### src/rtl/core/cnlc_pkg.sv
package cnlc_pkg;

	localparam int unsigned MIN_DIGITS = 13;

	localparam logic [7:0] ASCII_ZERO = 8'h30;
	localparam logic [7:0] ASCII_NINE = 8'h39;

	localparam logic [3:0] VISA_LEAD  = 4'd4;
	localparam logic [3:0] MC_LEAD    = 4'd5;
	localparam logic [3:0] MC_LOW     = 4'd1;
	localparam logic [3:0] MC_HIGH    = 4'd5;
	localparam logic [3:0] AMEX_LEAD  = 4'd3;
	localparam logic [3:0] AMEX_SEC_A = 4'd4;
	localparam logic [3:0] AMEX_SEC_B = 4'd7;

	// one accepted input beat
	typedef struct packed {
		logic [7:0] code;
		logic       last;
	} char_beat_t;

	// Luhn doubling: 2*d with the digits of the product summed
	function automatic logic [3:0] luhn_double(input logic [3:0] d);
		logic [3:0] r;
		unique case (d)
			4'd0:    r = 4'd0;
			4'd1:    r = 4'd2;
			4'd2:    r = 4'd4;
			4'd3:    r = 4'd6;
			4'd4:    r = 4'd8;
			4'd5:    r = 4'd1;
			4'd6:    r = 4'd3;
			4'd7:    r = 4'd5;
			4'd8:    r = 4'd7;
			4'd9:    r = 4'd9;
			default: r = 4'd0;
		endcase
		return r;
	endfunction

	function automatic logic [3:0] add_mod10(input logic [3:0] a, input logic [3:0] b);
		logic [4:0] s;
		s = {1'b0, a} + {1'b0, b};
		return (s >= 5'd10) ? 4'(s - 5'd10) : s[3:0];
	endfunction

	function automatic logic prefix_ok(input logic [3:0] d1, input logic [3:0] d2);
		logic ok;
		priority if (d1 == VISA_LEAD)
			ok = 1'b1;
		else if (d1 == MC_LEAD)
			ok = (d2 >= MC_LOW) && (d2 <= MC_HIGH);
		else if (d1 == AMEX_LEAD)
			ok = (d2 == AMEX_SEC_A) || (d2 == AMEX_SEC_B);
		else
			ok = 1'b0;
		return ok;
	endfunction

endpackage

### src/rtl/core/cnlc_accum.sv
module cnlc_accum
	import cnlc_pkg::*;
#(
	parameter int unsigned MAX_DIGITS = 16
) (
	input  logic       clk,
	input  logic       arst_n,
	input  logic       en,
	input  char_beat_t beat,
	output logic       verdict
);

	localparam int unsigned CNT_SAT = MAX_DIGITS + 1;
	localparam int unsigned CW      = $clog2(MAX_DIGITS + 2);

	logic [CW-1:0] count_q, count_nx;
	logic          all_digits_q, all_digits_nx;
	logic [3:0]    first_q, first_nx;
	logic [3:0]    second_q, second_nx;
	logic [3:0]    sum_odd_q, sum_odd_nx;
	logic [3:0]    sum_even_q, sum_even_nx;
	logic          is_digit;
	logic [3:0]    digit;
	logic [3:0]    digit_dbl;
	logic [3:0]    sel_sum;
	logic          len_ok;

	assign is_digit  = (beat.code >= ASCII_ZERO) && (beat.code <= ASCII_NINE);
	assign digit     = is_digit ? beat.code[3:0] : 4'd0;
	assign digit_dbl = luhn_double(digit);

	always_comb begin
		all_digits_nx = all_digits_q & is_digit;
		first_nx      = (count_q == CW'(0)) ? digit : first_q;
		second_nx     = (count_q == CW'(1)) ? digit : second_q;
		// even position is doubled if the final length turns out even
		if (!count_q[0]) begin
			sum_even_nx = add_mod10(sum_even_q, digit_dbl);
			sum_odd_nx  = add_mod10(sum_odd_q, digit);
		end else begin
			sum_even_nx = add_mod10(sum_even_q, digit);
			sum_odd_nx  = add_mod10(sum_odd_q, digit_dbl);
		end
		count_nx = (count_q == CW'(CNT_SAT)) ? count_q : count_q + CW'(1);
	end

	assign sel_sum = count_nx[0] ? sum_odd_nx : sum_even_nx;
	assign len_ok  = (count_nx >= CW'(MIN_DIGITS)) && (count_nx <= CW'(MAX_DIGITS));
	assign verdict = len_ok && all_digits_nx && prefix_ok(first_nx, second_nx)
		&& (sel_sum == 4'd0);

	always_ff @(posedge clk or negedge arst_n) begin
		if (!arst_n) begin
			count_q      <= '0;
			all_digits_q <= 1'b1;
			first_q      <= '0;
			second_q     <= '0;
			sum_odd_q    <= '0;
			sum_even_q   <= '0;
		end else if (en) begin
			if (beat.last) begin
				count_q      <= '0;
				all_digits_q <= 1'b1;
				first_q      <= '0;
				second_q     <= '0;
				sum_odd_q    <= '0;
				sum_even_q   <= '0;
			end else begin
				count_q      <= count_nx;
				all_digits_q <= all_digits_nx;
				first_q      <= first_nx;
				second_q     <= second_nx;
				sum_odd_q    <= sum_odd_nx;
				sum_even_q   <= sum_even_nx;
			end
		end
	end

	cnt_sat_a: assert property (@(posedge clk) disable iff (!arst_n)
		count_q <= CW'(CNT_SAT))
		else $error("character count above saturation");

	last_clears_a: assert property (@(posedge clk) disable iff (!arst_n)
		en && beat.last |=> count_q == '0 && all_digits_q)
		else $error("state not cleared after final character");

	sums_range_a: assert property (@(posedge clk) disable iff (!arst_n)
		sum_odd_q <= 4'd9 && sum_even_q <= 4'd9)
		else $error("Luhn sum out of mod-10 range");

endmodule
### config.mk
export PLATFORM = sky130hd
export DESIGN_NAME = cnlc_accum
export DESIGN_NICKNAME = d
export VERILOG_FILES = /design/src/rtl/core/cnlc_pkg.sv /design/src/rtl/core/cnlc_accum.sv
export SDC_FILE = /design/constraint.sdc
export NUM_CORES = 1
export LEC_CHECK = 0
export ABC_CLOCK_PERIOD_IN_PS = 4740
export BUFFER_PORTS_ARGS = -buffer_cell sky130_fd_sc_hd__buf_2
export CAP_MARGIN = 20
export CELL_PAD_IN_SITES_DETAIL_PLACEMENT = 1
export CELL_PAD_IN_SITES_GLOBAL_PLACEMENT = 1
export CORE_ASPECT_RATIO = 1.1
export CORE_MARGIN = 8
export CORE_UTILIZATION = 42
export CTS_BUF_LIST = sky130_fd_sc_hd__clkbuf_8 sky130_fd_sc_hd__clkbuf_16
export DETAILED_ROUTE_END_ITERATION = 8
export HOLD_SLACK_MARGIN = 0.02
export PLACE_DENSITY_LB_ADDON = 0.1
export SLEW_MARGIN = 20
export SYNTH_ARGS = -nofsm -noshare
export SYNTH_HDL_FRONTEND = slang
export SYNTH_SLANG_ARGS = --single-unit
### constraint.sdc
create_clock -name clk -period 4.74 [get_ports clk]
set_clock_uncertainty 0.1 [all_clocks]
set_input_delay 0.711 -clock clk [delete_from_list [all_inputs] [get_ports clk]]
set_output_delay 0.711 -clock clk [all_outputs]
set_load 0.03 [all_outputs]
==> results.toml <==
[place]
hpwlAfterDp_um = 6380
gp_congestion = 0.841
pre_cts_ws_ns = -0.444
numPortBuffers = 12

[global_routing]
grt_max_degree = 28
grt_use_met3_pct = 2.01
grt_usage_pct = 20.1
overflow = 0
grt_first_pass_wirelength_um = 14600
met1_usage_pct = 22.8
antenna_found_initial = 0
grt.busiest_layer = "met2"
grt_pass1_vias = 2944
grtUsageMet2_pct = 37.5

[clocking]
ctsHoldBuffers = 0
cts-root-buf = "clkbuf_8"
tritoncts = "built"
htree_levels = 1
cts_buffers = 3
clk_pin_slew_ns = 0.09
insertion_delay_ns = 0.27
cts_buffer_depth = 2
cts_sinks = 22

[timing]
period_share_pct = 103
setup_violations = 1
hold_viol = 0
fmax_mhz = 204
fin_ws_ns = -0.162
worst_pin_slew_ns = 0.692
maxSlewHeadroom_pct = 53.7
grt_setup_unrepaired = "true"
hold_slack_ns = 0.302
fin_crit_ns = 4.90
slew_violations = 0

[final_layout]
nets = 434
utilization_pct = 60.8
drive_above_1_share_pct = 36.8
diodes = 0
syn2layout_area_growth_pct = 39.8

[worst_setup_path]
end_kind = "primary output"
cp_top_family = "compound AO/OA/AOI/OAI gates"
critical_path_required_ns = 3.93
cpPeakStageDelay_ns = 0.45
crit_buf_inv = 7
path_cells = "buf_2, buf_6, o21a_1, nor2_1, nor2_2, buf_4, ha_4, inv_1, fa_2, buf_4, nor2_2, a21oi_2, o211ai_1, buf_4, nor4_1, a311oi_2, o221ai_2, a2111oi_4, buf_6"
arrival_ns = 4.09
critPathLaunchType = "input pin"
r2r_slack_ns = 1.39
reg2reg_from = "sum_even_q[0]"
reg2reg_to = "sum_even_q[2]"
critPathKind = "in2out"
crit_path_frequent_cell = "buf_4"
r2r_cells = 13
critPathSlowestCell = "fa_2"
crit_fanout = 7

[yosys]
synth_top_flop_cell = "dfrtp_1"
yosys.cell_types.count = 63
syn-cell-area_sq_um = 2520
yosys-top-cells-count = "inv_1 (36), ha_1 (23), nor2_1 (22)"
syn_area_per_cell_sq_um = 7.99
yosysMostFrequentCell = "inv_1"
synthCells = 316
synth_edf_count = 0
seq_area_frac_synth_pct = 21.9
post_synth_main_area_contributors = "dfrtp_1 (21%), ha_1 (11%), inv_1 (5.4%)"
yosys_warnings = 0
ys_seq_elements = 22
synth_top_area_share_pct = 20.8
syn_nets = 355
async_flop_share_pct = 100
yosysTopAreaCell = "dfrtp_1"

[power_and_ir_drop]
p_per_area_nw_per_um2 = 219
power.leakage_nw = 1.61
p_total_w = 0.000774
ir_worst_vdd_mv = 0.164

[floorplan]
die_h_um = 97.3
row_count = 29
core_sq_um = 5810
start_util_pct = 43.5
design.die.area_sq_um = 8750
ios = 13
die-width_um = 89.9

[status]
run_status = "complete, but fails checks"
violations = "setup timing"

[routing]
vias = 2806
drc_errors = 0
first_pass_iters = 4
via_per_inst = 5.96
ant_nets = 0
drtIter0Drc = 125
wl_um = 9330
wl_per_cell_um = 19.8

[flow_run]
drv_cap = 0

[min_path]
hold_class = "in2async"
registers in the layout (all words and copies together), names as in the netlist:
signal        cells
all_digits_q      1
sum_even_q        4
sum_odd_q         4
count_q           5
second_q          4
first_q           4
final cells by class:
type                       count  area, sq um
inverter                      37          139
sequential                    22          552
clock buffer                   3         41.3
tap                           77         96.3
timing repair buffer          87          653
multi-input combinational    244         2020
fill                         718         2280
clock inverter                 1         30.0
cells in the final DEF, fill, tap and decap left out, drive strengths merged, types with 2 or more instances in the layout:
cell type  synthesis  final
buf                4     87
inv               36     36
ha                23     23
nor2              22     22
dfrtp             21     21
a21oi             20     20
nand2             16     16
o22ai             16     16
o21ai             16     16
nor3              14     14
mux2i              8      8
nand2b             7      7
nor2b              7      7
a21o               5      5
nor4               5      5
a31oi              4      4
a21boi             4      4
a22oi              4      4
nor3b              4      4
nand3              4      4
a211oi             4      4
and3               4      4
fa                 4      4
xnor2              4      4
and2               4      4
o311ai             4      4
a22o               3      3
clkbuf             9      3
a2111oi            3      3
xor2               2      2
o21a               2      2
o32ai              2      2
o211a              2      2
nand4              2      2
mux2               2      2
a311oi             2      2
nor4b              2      2
timing repair:
item / in CTS / in global routing
pin swaps: 24 / 13
endpoints found under the setup margin: 1 / 1
setup buffers: 9 / 5
resized for setup: 50 / 11
worst max path at each step:
stage | start | depth (start not counted) | to
after CTS | beat[4] | 18 | verdict
after global routing | beat[2] | 19 | verdict
after floorplan | beat[3] | 17 | verdict
after detailed placement | beat[3] | 19 | verdict
after global placement | beat[3] | 20 | verdict
final | beat[2] | 19 | verdict
layer usage:
metal | vias to the layer above | share of wire (%)
met3 | 21 | 2.3
met5 | - | 0
met4 | 0 | 3.2
met1 | 1404 | 42
met2 | 51 | 52
li1 | 1330 | -
power breakdown:
| group | switching, W | leakage [nW] | internal [W] | total [W] |
|---|---|---|---|---|
| logic | 0.000192 | 1.28 | 0.000185 | 0.000377 |
| registers | 0.0000157 | 0.299 | 0.000199 | 0.000215 |
| clock network | 0.0000700 | 0.0357 | 0.000113 | 0.000183 |
| total | 0.000277 | 1.61 | 0.000497 | 0.000774 |
cells by family after synthesis:
group	after synthesis	synth area share, %
flip-flops	22	21.9
AND/OR/NAND/NOR	97	21.5
adder cells (fa/ha/maj)	27	14.6
buffers and inverters	50	7.63
multiplexers	10	4.06
XOR/XNOR	6	2.08
AO/OA/AOI/OAI	104	28.3
metrics by stage:
| stage | cells | setup TNS, ns | instance area, sq um |
|---|---|---|---|
| global route | 471 | -0.326 | 3530 |
| CTS | 466 | -0.0590 | 3480 |
| detailed placement | 453 | -0.444 | 3130 |
| global placement | 453 | -0.334 | 3130 |
| floorplan | 316 | 0 | 2570 |
| finish | 471 | -0.162 | 3530 |
Note: power is estimated with default switching activity, not from simulation.
